**config.mk**
```make
export PLATFORM = sky130hd
export DESIGN_NAME = windowed_outlier_classifier
export DESIGN_NICKNAME = d
export VERILOG_FILES = /design/src/rtl/woc_pkg.sv /design/src/rtl/windowed_outlier_classifier.sv /design/src/rtl/woc_ram.sv /design/src/rtl/woc_serial_mul.sv /design/src/rtl/woc_serial_div.sv /design/src/rtl/woc_isqrt.sv
export SDC_FILE = /design/constraint.sdc
export NUM_CORES = 2
export LEC_CHECK = 0
export BUFFER_PORTS_ARGS = -buffer_cell sky130_fd_sc_hd__buf_4
export CAP_MARGIN = 20
export CORE_ASPECT_RATIO = 1.2
export CORE_UTILIZATION = 54
export CTS_CLUSTER_DIAMETER = 50
export CTS_CLUSTER_SIZE = 10
export DETAILED_ROUTE_END_ITERATION = 7
export PLACE_DENSITY = 0.76
export REMOVE_ABC_BUFFERS = 1
export SLEW_MARGIN = 20
export SYNTH_ARGS = -nofsm -noshare
export SYNTH_HDL_FRONTEND = slang
export SYNTH_SLANG_ARGS = --single-unit
```
**constraint.sdc**
```tcl
create_clock -name aclk -period 11.3 [get_ports aclk]
set_input_delay 1.13 -clock aclk [delete_from_list [all_inputs] [get_ports aclk]]
set_output_delay 1.13 -clock aclk [all_outputs]
set_load 0.005 [all_outputs]
```
**src/rtl/woc_pkg.sv**
```systemverilog
package woc_pkg;

    localparam int SCORE_W   = 17;
    localparam int ALPHA_W   = 12;
    localparam int LEVEL_W   = 2;
    localparam int S_TDATA_W = 24;
    localparam int M_TDATA_W = 8;
    localparam int VAR_W     = 32;
    localparam int STD_W     = VAR_W / 2;
    localparam int FRAC_W    = 8;
    localparam int DEV_W     = ALPHA_W + STD_W;
    localparam int CMP_W     = DEV_W + 1;

    localparam logic [SCORE_W-1:0] ONE_Q16  = 17'd65536;
    localparam logic [SCORE_W-1:0] HI_FLOOR = 17'd64881;
    localparam logic [SCORE_W-1:0] LO_CEIL  = 17'd655;

    localparam logic [ALPHA_W-1:0] ALPHA_RESET = 12'd256;

    localparam logic [LEVEL_W-1:0] LEVEL_NORMAL = 2'd0;
    localparam logic [LEVEL_W-1:0] LEVEL_HIGH   = 2'd1;
    localparam logic [LEVEL_W-1:0] LEVEL_LOW    = 2'd2;

    typedef enum logic [2:0] {
        ST_IDLE,
        ST_MUL,
        ST_VDIV,
        ST_SQRT,
        ST_DEV,
        ST_PUSH,
        ST_OUT
    } woc_state_t;

endpackage

```
**src/rtl/windowed_outlier_classifier.sv**
```systemverilog
// Classifies each nonzero similarity score (unsigned Q1.16, values above 1.0 saturate) as
// normal, high or low against the mean and population standard deviation of up to WINDOW
// earlier nonzero scores, then stores it in the window in place of the oldest. A zero score
// leaves the window alone and goes from IDLE straight to OUT, where its normal result is
// loaded. The first nonzero score after reset skips the statistics, goes through DEV, PUSH
// and OUT and returns normal. Any other score passes through MUL, VDIV, SQRT, DEV, PUSH, OUT.
// The mean divide and the two sum products run one bit per cycle, the mean divide and the
// S*S product over SW bits and the n*Q product over the NB bits of the fill count. The
// variance divide produces 32 quotient bits, one per cycle. The square root produces 16
// root bits, one per cycle. DEV forms the deviation product, PUSH updates the window and
// OUT loads the output. The input is ready again on the cycle after the result is loaded.
// One score is worked on at a time. A finished level sits in the output register, so the
// next score can be taken while it waits. A level that finishes while the previous one is
// still waiting holds until that one is taken. alpha_gain (unsigned Q4.8, reset 1.0) scales
// the deviation and may only be written while the block is idle.
module windowed_outlier_classifier #(
    parameter int WINDOW = 16
) (
    input  logic                             aclk,
    input  logic                             aresetn,
    input  logic                             s_axis_tvalid,
    output logic                             s_axis_tready,
    input  logic [woc_pkg::S_TDATA_W-1:0]    s_axis_tdata,   // [16:0] ssi_value
    output logic                             m_axis_tvalid,
    input  logic                             m_axis_tready,
    output logic [woc_pkg::M_TDATA_W-1:0]    m_axis_tdata,   // [1:0] level
    input  logic                             cfg_we,
    input  logic [woc_pkg::ALPHA_W-1:0]      cfg_wdata       // alpha_gain
);

    import woc_pkg::*;

    localparam int LW  = $clog2(WINDOW);
    localparam int NB  = $clog2(WINDOW + 1);
    localparam int SW  = SCORE_W + LW;
    localparam int QSW = 2 * SCORE_W - 1 + LW;
    localparam int VNW = 2 * SW;
    localparam int SQW = 2 * SCORE_W;

    woc_state_t state_reg, state_next;

    logic [ALPHA_W-1:0] alpha_reg;
    logic [SCORE_W-1:0] score_reg;
    logic               classify_reg;
    logic [LW-1:0]      wp_reg;
    logic [NB-1:0]      fill_reg;
    logic [SW-1:0]      sum_reg;
    logic [QSW-1:0]     sq_reg;
    logic [2*NB-1:0]    nsq_reg;
    logic [DEV_W-1:0]   dev_reg;
    logic [SQW-1:0]     oldsq_reg;
    logic [SQW-1:0]     newsq_reg;
    logic [LEVEL_W-1:0] level_reg;
    logic [LEVEL_W-1:0] level_next;
    logic [LEVEL_W-1:0] m_level_reg;
    logic               m_valid_reg;

    logic               s_fire;
    logic [SCORE_W-1:0] score_in;
    logic               start_stats;
    logic               start_vdiv;
    logic               start_sqrt;
    logic               ram_we;
    logic               out_load;

    logic               mean_busy, nq_busy, ss_busy, vdiv_busy, sqrt_busy;
    logic [SW-1:0]      mean_q;
    logic [QSW+NB-1:0]  nq_prod;
    logic [2*SW-1:0]    ss_prod;
    logic [VNW-1:0]     nq_ext;
    logic [VNW-1:0]     var_num;
    logic [VAR_W-1:0]   var_q;
    logic [STD_W-1:0]   std_w;
    logic [SCORE_W-1:0] mean_w;
    logic [SCORE_W-1:0] old_w;
    logic               full;
    logic               high_hit, low_hit;
    logic [CMP_W-1:0]   lhs_c, mean_c, dev_c;

    assign s_fire   = s_axis_tvalid && s_axis_tready;
    assign score_in = (s_axis_tdata[SCORE_W-1:0] > ONE_Q16) ? ONE_Q16
                                                              : s_axis_tdata[SCORE_W-1:0];
    assign full     = (fill_reg == NB'(WINDOW));

    // next state
    always_comb begin
        state_next = state_reg;
        unique case (state_reg)
            ST_IDLE: begin
                if (s_fire) begin
                    if (score_in == '0) begin
                        state_next = ST_OUT;
                    end else if (fill_reg == '0) begin
                        state_next = ST_DEV;
                    end else begin
                        state_next = ST_MUL;
                    end
                end
            end
            ST_MUL: begin
                if (!mean_busy && !nq_busy && !ss_busy) begin
                    state_next = ST_VDIV;
                end
            end
            ST_VDIV: begin
                if (!vdiv_busy) begin
                    state_next = ST_SQRT;
                end
            end
            ST_SQRT: begin
                if (!sqrt_busy) begin
                    state_next = ST_DEV;
                end
            end
            ST_DEV:  state_next = ST_PUSH;
            ST_PUSH: state_next = ST_OUT;
            ST_OUT: begin
                if (!m_valid_reg || m_axis_tready) begin
                    state_next = ST_IDLE;
                end
            end
            default: state_next = ST_IDLE;
        endcase
    end

    // state outputs
    always_comb begin
        s_axis_tready = 1'b0;
        start_vdiv    = 1'b0;
        start_sqrt    = 1'b0;
        ram_we        = 1'b0;
        out_load      = 1'b0;
        unique case (state_reg)
            ST_IDLE: s_axis_tready = 1'b1;
            ST_MUL:  start_vdiv    = !mean_busy && !nq_busy && !ss_busy;
            ST_VDIV: start_sqrt    = !vdiv_busy;
            ST_SQRT: ;
            ST_DEV:  ;
            ST_PUSH: ram_we        = 1'b1;
            ST_OUT:  out_load      = !m_valid_reg || m_axis_tready;
            default: ;
        endcase
    end

    assign start_stats = s_fire && (score_in != '0) && (fill_reg != '0);

    woc_serial_div #(.NW(SW), .DW(NB), .QW(SW)) u_mean_div (
        .aclk     (aclk),
        .aresetn  (aresetn),
        .start    (start_stats),
        .dividend (sum_reg),
        .divisor  (fill_reg),
        .busy     (mean_busy),
        .quotient (mean_q)
    );

    woc_serial_mul #(.AW(QSW), .BW(NB)) u_nq_mul (
        .aclk    (aclk),
        .aresetn (aresetn),
        .start   (start_stats),
        .a       (sq_reg),
        .b       (fill_reg),
        .busy    (nq_busy),
        .product (nq_prod)
    );

    woc_serial_mul #(.AW(SW), .BW(SW)) u_ss_mul (
        .aclk    (aclk),
        .aresetn (aresetn),
        .start   (start_stats),
        .a       (sum_reg),
        .b       (sum_reg),
        .busy    (ss_busy),
        .product (ss_prod)
    );

    // n*Q - S*S, clamped at zero
    assign nq_ext  = VNW'(nq_prod);
    assign var_num = (nq_ext > ss_prod) ? (nq_ext - ss_prod) : '0;

    woc_serial_div #(.NW(VNW), .DW(2 * NB), .QW(VAR_W)) u_var_div (
        .aclk     (aclk),
        .aresetn  (aresetn),
        .start    (start_vdiv),
        .dividend (var_num),
        .divisor  (nsq_reg),
        .busy     (vdiv_busy),
        .quotient (var_q)
    );

    woc_isqrt #(.XW(VAR_W)) u_isqrt (
        .aclk     (aclk),
        .aresetn  (aresetn),
        .start    (start_sqrt),
        .radicand (var_q),
        .busy     (sqrt_busy),
        .root     (std_w)
    );

    woc_ram #(.WIDTH(SCORE_W), .DEPTH(WINDOW)) u_history (
        .aclk    (aclk),
        .wr_en   (ram_we),
        .wr_addr (wp_reg),
        .wr_data (score_reg),
        .rd_en   (s_fire),
        .rd_addr (wp_reg),
        .rd_data (old_w)
    );

    assign mean_w = mean_q[SCORE_W-1:0];

    // thresholds compared in Q.24
    assign lhs_c  = CMP_W'({score_reg, {FRAC_W{1'b0}}});
    assign mean_c = CMP_W'({mean_w, {FRAC_W{1'b0}}});
    assign dev_c  = CMP_W'(dev_reg);

    assign high_hit = (lhs_c >= mean_c + dev_c)
                   || (((SCORE_W + 1)'(mean_w) + (SCORE_W + 1)'(std_w)
                        >= (SCORE_W + 1)'(ONE_Q16)) && (score_reg >= HI_FLOOR));
    assign low_hit  = (lhs_c + dev_c < mean_c)
                   || ((mean_w <= SCORE_W'(std_w)) && (score_reg <= LO_CEIL));

    always_comb begin
        level_next = LEVEL_NORMAL;
        if (classify_reg && (mean_w != '0) && (std_w != '0)) begin
            if (high_hit) begin
                level_next = LEVEL_HIGH;
            end else if (low_hit) begin
                level_next = LEVEL_LOW;
            end
        end
    end

    always_ff @(posedge aclk) begin
        if (!aresetn) begin
            state_reg   <= ST_IDLE;
            alpha_reg   <= ALPHA_RESET;
            wp_reg      <= '0;
            fill_reg    <= '0;
            sum_reg     <= '0;
            sq_reg      <= '0;
            m_valid_reg <= 1'b0;
        end else begin
            state_reg <= state_next;
            if (cfg_we) begin
                alpha_reg <= cfg_wdata;
            end
            if (ram_we) begin
                wp_reg <= (wp_reg == LW'(WINDOW - 1)) ? '0 : wp_reg + 1'b1;
                if (full) begin
                    sum_reg <= sum_reg - SW'(old_w) + SW'(score_reg);
                    sq_reg  <= sq_reg - QSW'(oldsq_reg) + QSW'(newsq_reg);
                end else begin
                    fill_reg <= fill_reg + 1'b1;
                    sum_reg  <= sum_reg + SW'(score_reg);
                    sq_reg   <= sq_reg + QSW'(newsq_reg);
                end
            end
            if (out_load) begin
                m_valid_reg <= 1'b1;
            end else if (m_axis_tready) begin
                m_valid_reg <= 1'b0;
            end
        end
    end

    always_ff @(posedge aclk) begin
        if (s_fire) begin
            score_reg    <= score_in;
            classify_reg <= (fill_reg != '0);
            nsq_reg      <= (2 * NB)'(fill_reg) * (2 * NB)'(fill_reg);
            level_reg    <= LEVEL_NORMAL;
        end
        if (state_reg == ST_DEV) begin
            dev_reg   <= DEV_W'(alpha_reg) * DEV_W'(std_w);
            oldsq_reg <= SQW'(old_w) * SQW'(old_w);
            newsq_reg <= SQW'(score_reg) * SQW'(score_reg);
        end
        if (ram_we) begin
            level_reg <= level_next;
        end
        if (out_load) begin
            m_level_reg <= level_reg;
        end
    end

    assign m_axis_tvalid = m_valid_reg;
    assign m_axis_tdata  = M_TDATA_W'(m_level_reg);

endmodule

```
**src/rtl/woc_ram.sv**
```systemverilog
module woc_ram #(
    parameter int WIDTH = 17,
    parameter int DEPTH = 16
) (
    input  logic                                   aclk,
    input  logic                                   wr_en,
    input  logic [((DEPTH > 1) ? $clog2(DEPTH) : 1)-1:0] wr_addr,
    input  logic [WIDTH-1:0]                       wr_data,
    input  logic                                   rd_en,
    input  logic [((DEPTH > 1) ? $clog2(DEPTH) : 1)-1:0] rd_addr,
    output logic [WIDTH-1:0]                       rd_data
);

    logic [WIDTH-1:0] mem_reg [DEPTH];
    logic [WIDTH-1:0] rd_data_reg;

    always_ff @(posedge aclk) begin
        if (wr_en) begin
            mem_reg[wr_addr] <= wr_data;
        end
        if (rd_en) begin
            rd_data_reg <= mem_reg[rd_addr];
        end
    end

    assign rd_data = rd_data_reg;

endmodule

```
**src/rtl/woc_serial_mul.sv**
```systemverilog
module woc_serial_mul #(
    parameter int AW = 21,
    parameter int BW = 21
) (
    input  logic             aclk,
    input  logic             aresetn,
    input  logic             start,
    input  logic [AW-1:0]    a,
    input  logic [BW-1:0]    b,
    output logic             busy,
    output logic [AW+BW-1:0] product
);

    localparam int CW = (BW > 1) ? $clog2(BW) : 1;

    logic [AW-1:0] a_reg;
    logic [AW-1:0] hi_reg;
    logic [BW-1:0] lo_reg;
    logic [CW-1:0] cnt_reg;
    logic          busy_reg;
    logic [AW:0]   sum;

    // one multiplier bit per cycle, lsb first, product shifts right
    assign sum = {1'b0, hi_reg} + (lo_reg[0] ? {1'b0, a_reg} : '0);

    always_ff @(posedge aclk) begin
        if (!aresetn) begin
            busy_reg <= 1'b0;
            cnt_reg  <= '0;
        end else if (start) begin
            busy_reg <= 1'b1;
            cnt_reg  <= CW'(BW - 1);
        end else if (busy_reg) begin
            if (cnt_reg == '0) begin
                busy_reg <= 1'b0;
            end else begin
                cnt_reg <= cnt_reg - 1'b1;
            end
        end
    end

    always_ff @(posedge aclk) begin
        if (start) begin
            a_reg  <= a;
            hi_reg <= '0;
            lo_reg <= b;
        end else if (busy_reg) begin
            hi_reg <= sum[AW:1];
            lo_reg <= {sum[0], lo_reg[BW-1:1]};
        end
    end

    assign busy    = busy_reg;
    assign product = {hi_reg, lo_reg};

endmodule

```
**src/rtl/woc_serial_div.sv**
```systemverilog
module woc_serial_div #(
    parameter int NW = 21,
    parameter int DW = 5,
    parameter int QW = 21
) (
    input  logic          aclk,
    input  logic          aresetn,
    input  logic          start,
    input  logic [NW-1:0] dividend,
    input  logic [DW-1:0] divisor,
    output logic          busy,
    output logic [QW-1:0] quotient
);

    localparam int CW = (QW > 1) ? $clog2(QW) : 1;

    logic [DW-1:0]    rem_reg;
    logic [NW-1:0]    num_reg;
    logic [DW-1:0]    den_reg;
    logic [CW-1:0]    cnt_reg;
    logic             busy_reg;
    logic [DW+NW-1:0] init_w;
    logic [DW:0]      sh;
    logic [DW:0]      diff;
    logic             ge;

    // high dividend bits above the quotient go straight into the remainder
    assign init_w = {{DW{1'b0}}, dividend} << (NW - QW);
    assign sh     = {rem_reg, num_reg[NW-1]};
    assign diff   = sh - {1'b0, den_reg};
    assign ge     = (sh >= {1'b0, den_reg});

    always_ff @(posedge aclk) begin
        if (!aresetn) begin
            busy_reg <= 1'b0;
            cnt_reg  <= '0;
        end else if (start) begin
            busy_reg <= 1'b1;
            cnt_reg  <= CW'(QW - 1);
        end else if (busy_reg) begin
            if (cnt_reg == '0) begin
                busy_reg <= 1'b0;
            end else begin
                cnt_reg <= cnt_reg - 1'b1;
            end
        end
    end

    always_ff @(posedge aclk) begin
        if (start) begin
            {rem_reg, num_reg} <= init_w;
            den_reg            <= divisor;
        end else if (busy_reg) begin
            rem_reg <= ge ? diff[DW-1:0] : sh[DW-1:0];
            num_reg <= {num_reg[NW-2:0], ge};
        end
    end

    assign busy     = busy_reg;
    assign quotient = num_reg[QW-1:0];

endmodule

```
**src/rtl/woc_isqrt.sv**
```systemverilog
module woc_isqrt #(
    parameter int XW = 32
) (
    input  logic              aclk,
    input  logic              aresetn,
    input  logic              start,
    input  logic [XW-1:0]     radicand,
    output logic              busy,
    output logic [XW/2-1:0]   root
);

    localparam int RW = XW / 2;
    localparam int CW = (RW > 1) ? $clog2(RW) : 1;

    logic [XW-1:0] x_reg;
    logic [RW:0]   rem_reg;
    logic [RW-1:0] root_reg;
    logic [CW-1:0] cnt_reg;
    logic          busy_reg;
    logic [RW+2:0] r2;
    logic [RW+2:0] trial;
    logic [RW+2:0] diff;
    logic          ge;

    // one root bit per cycle from two radicand bits
    assign r2    = {rem_reg, x_reg[XW-1:XW-2]};
    assign trial = {1'b0, root_reg, 2'b01};
    assign diff  = r2 - trial;
    assign ge    = (r2 >= trial);

    always_ff @(posedge aclk) begin
        if (!aresetn) begin
            busy_reg <= 1'b0;
            cnt_reg  <= '0;
        end else if (start) begin
            busy_reg <= 1'b1;
            cnt_reg  <= CW'(RW - 1);
        end else if (busy_reg) begin
            if (cnt_reg == '0) begin
                busy_reg <= 1'b0;
            end else begin
                cnt_reg <= cnt_reg - 1'b1;
            end
        end
    end

    always_ff @(posedge aclk) begin
        if (start) begin
            x_reg    <= radicand;
            rem_reg  <= '0;
            root_reg <= '0;
        end else if (busy_reg) begin
            x_reg    <= {x_reg[XW-3:0], 2'b00};
            rem_reg  <= ge ? diff[RW:0] : r2[RW:0];
            root_reg <= {root_reg[RW-2:0], ge};
        end
    end

    assign busy = busy_reg;
    assign root = root_reg;

endmodule

```
==> flow_summary.yaml <==
outcome:
  outcome: "completed"
grt:
  initial_antenna_violation_count: 4
  grt_max_degree: 94
  grt_overflow_total: 0
  track_usage_pct: 27.01
  number_of_global_route_vias_before_repair: 51820
  wire_length_of_the_first_global_routing_pass_um: 276100
yosys:
  most_used_flip_flop_cell_after_synthesis: "sky130_fd_sc_hd__edfxtp_1"
  synth.cell_area_mm2: 0.06970
  number_of_warnings_reported_in_the_yosys_synthesis_log: 0
  ys_ff_latch: 823
  syn-instance-count: 6952
  postSynthAreaPerCell_um2: 10.03
  async_reset_ff_share_pct: 0
  netlist-cell-type-count: 102
  number_of_synthesized_flops_with_an_enable_pin: 607
  synth.yosys.seq_area_share_pct: 32.35
worst_setup_path:
  worstPathRequired_ns: 11.74
  path_class: "register to register"
  critPathArrivalTime_ns: 8.20
  crit_fanout: 31
  crit_path_start_kind: "register"
  endpoint_type_of_the_worst_setup_path: "register"
routing:
  post-route-drc-count: 0
  routed-wl-met2_um: 84610
  totalWireLength_um: 174200
  wire_per_inst_um: 19.93
  route.antenna.remaining_nets: 0
  met3_wirelength_um: 12950
  vias: 50640
  met1_length_um: 67980
  top_routing_layer_in_use: "met5"
  detailedRoute.firstIterationViolations: 3874
  post_drt_via_cell_ratio: 5.795
  drt_first_pass_iters: 6
cts:
  cts_tree: "yes"
  clockRootBuffer: "sky130_fd_sc_hd__clkbuf_16"
  cts_post_setup_buffers_inserted: 0
  post_cts_resize_count: 0
  ctsHtreeMaxLevel: 3
  clock_pin_slew_reported_for_the_worst_setup_and_hold_paths_after_clock_tree_synthesis_ns: 0.06
  cts_inserted_buffers: 112
  ctsLongestPathBuffers: 3
  clock_sinks: 823
  clock_insertion_delay_worst_skew_ns: 0.74
  cts_hold_buf: 0
floorplanning:
  fp-row-count: 144
  fp.coreArea_mm2: 0.1283
  dieWidth_um: 330.0
  initial_core_util_pct: 54.34
  height_of_the_chip_um: 395.6
  die_area_mm2: 0.1305
  pin_count: 51
worst_hold_path:
  hold_path.class: "register to register"
timing:
  timing.setup.tns_ns: 0
  maxSlewViolCount: 0
  grt_setup_unrepaired: "false"
  fmax_mhz: 128.8
  finalSetupViolations: 0
  timing.slew.headroom_pct: 28.32
  worst_clock_skew_ns: 0.06236
  finalCritPeriodShare_pct: 68.72
  layout_min_cycle_time_ns: 7.765
  tightestPinTransition_ns: 1.075
  hold_viol: 0
placed_design:
  hpwl_um: 127600
  port_buffer_count: 37
  place_congestion: 0.9644
job:
  drv_cap: 0
cells_and_area:
  mostFrequentLayoutCells: "1161 x sky130_fd_sc_hd__inv_1, 661 x sky130_fd_sc_hd__nand2_1, 659 x sky130_fd_sc_hd__ha_1, 607 x sky130_fd_sc_hd__edfxtp_1, 583 x sky130_fd_sc_hd__fa_1"
  drive_above_1_share_pct: 6.390
  areaGrowthSynthToFinish_pct: 8.444
  most_common_cell_after_layout_fill_and_taps_aside: "sky130_fd_sc_hd__inv_1"
  largest_reg_flops: 272
  final_net_count: 8255
  layout.filler_cells: 10520
==> path summary, 6_finish.rpt <==
path,start,end,slack (ns),cells past startpoint
hold reg to reg,nsq_reg[3],u_var_div.den_reg[3],0.37,0
setup reg to reg,score_reg[4],newsq_reg[32],3.53,27
hold / removal,nsq_reg[3],u_var_div.den_reg[3],0.37,0
setup / recovery,score_reg[4],newsq_reg[32],3.53,27
==> cell families (layout without fill, tap and decap cells) <==
logic type / Yosys count / after routing / synth area share (%)
compound gates: 1197 / 1197 / 11.13
xor+xnor: 344 / 344 / 4.322
fa+ha+maj: 1242 / 1242 / 28.57
buf+inv: 1390 / 1491 / 7.548
flops: 823 / 823 / 32.35
mux: 190 / 190 / 4.279
other cells: 1 / 7 / 0.005380
simple gates: 1765 / 1765 / 11.79
==> layout make-up <==
class	instances	area [um2]	share of cell area, %
multi-input combinational	4744	41990	55.55
sequential	823	22560	29.85
inverter	1173	4409	5.833
clock buffer	154	3053	4.039
tap	1679	2101	2.779
timing repair buffer	118	924.6	1.223
clock inverter	46	546.8	0.7234
antenna	1	2.502	0.003311
==> critical path: stages, from the launching register on <==
cell	delay [ns]
sky130_fd_sc_hd__edfxtp_1	0.32
sky130_fd_sc_hd__buf_4	0.44
sky130_fd_sc_hd__clkinv_1	0.58
sky130_fd_sc_hd__nor2_1	0.32
sky130_fd_sc_hd__inv_1	0.10
sky130_fd_sc_hd__fa_1	0.54
sky130_fd_sc_hd__inv_1	0.06
sky130_fd_sc_hd__fa_1	0.55
sky130_fd_sc_hd__inv_1	0.06
sky130_fd_sc_hd__fa_1	0.38
sky130_fd_sc_hd__inv_1	0.07
sky130_fd_sc_hd__fa_1	0.43
sky130_fd_sc_hd__fa_1	0.54
sky130_fd_sc_hd__inv_1	0.05
sky130_fd_sc_hd__fa_1	0.48
sky130_fd_sc_hd__inv_1	0.05
sky130_fd_sc_hd__ha_1	0.21
sky130_fd_sc_hd__a21o_1	0.16
sky130_fd_sc_hd__a21o_1	0.16
sky130_fd_sc_hd__a21oi_1	0.28
sky130_fd_sc_hd__nor4_1	0.11
sky130_fd_sc_hd__nor2_1	0.11
sky130_fd_sc_hd__o311ai_0	0.28
sky130_fd_sc_hd__a41oi_1	0.38
sky130_fd_sc_hd__a21oi_1	0.15
sky130_fd_sc_hd__a21o_1	0.23
sky130_fd_sc_hd__a41o_1	0.26
sky130_fd_sc_hd__xnor2_1	0.12
==> synth_stat cells (all sizes together) (178+ instances only) <==
library cell / instances / area (um2)
nand2: 663 / 2489
fa: 583 / 11670
a21oi: 369 / 1858
nor2: 422 / 1587
edfxtp: 607 / 18230
ha: 659 / 8245
inv: 1166 / 4377
xnor2: 239 / 2093
clkbuf: 178 / 668.1
dfxtp: 216 / 4324
and2: 212 / 1326
o21ai: 271 / 1401
==> through the flow <==
step	hold WS, ns	utilization (%)	worst slack, ns	area (um2)	instances
after global placement	0.4066	56.05	3.796	71910	8532
after CTS	0.3651	58.91	3.640	75570	8736
after detailed placement	0.4045	56.10	3.699	71970	8536
after global routing	0.3914	58.92	3.183	75590	8737
final	0.3731	58.92	3.535	75590	8738
after floorplan	0.4003	-	3.280	68860	6740
==> layer usage <==
metal,vias up,track usage (%)
met3,456,4.298
met1,24920,33.56
met2,1836,45.95
li1,23420,-
met4,2,12.54
met5,-,0
Power is left out: the tool's default activity adds up to more than one toggle a clock period on the data nets, which glitch-free logic cannot reach.
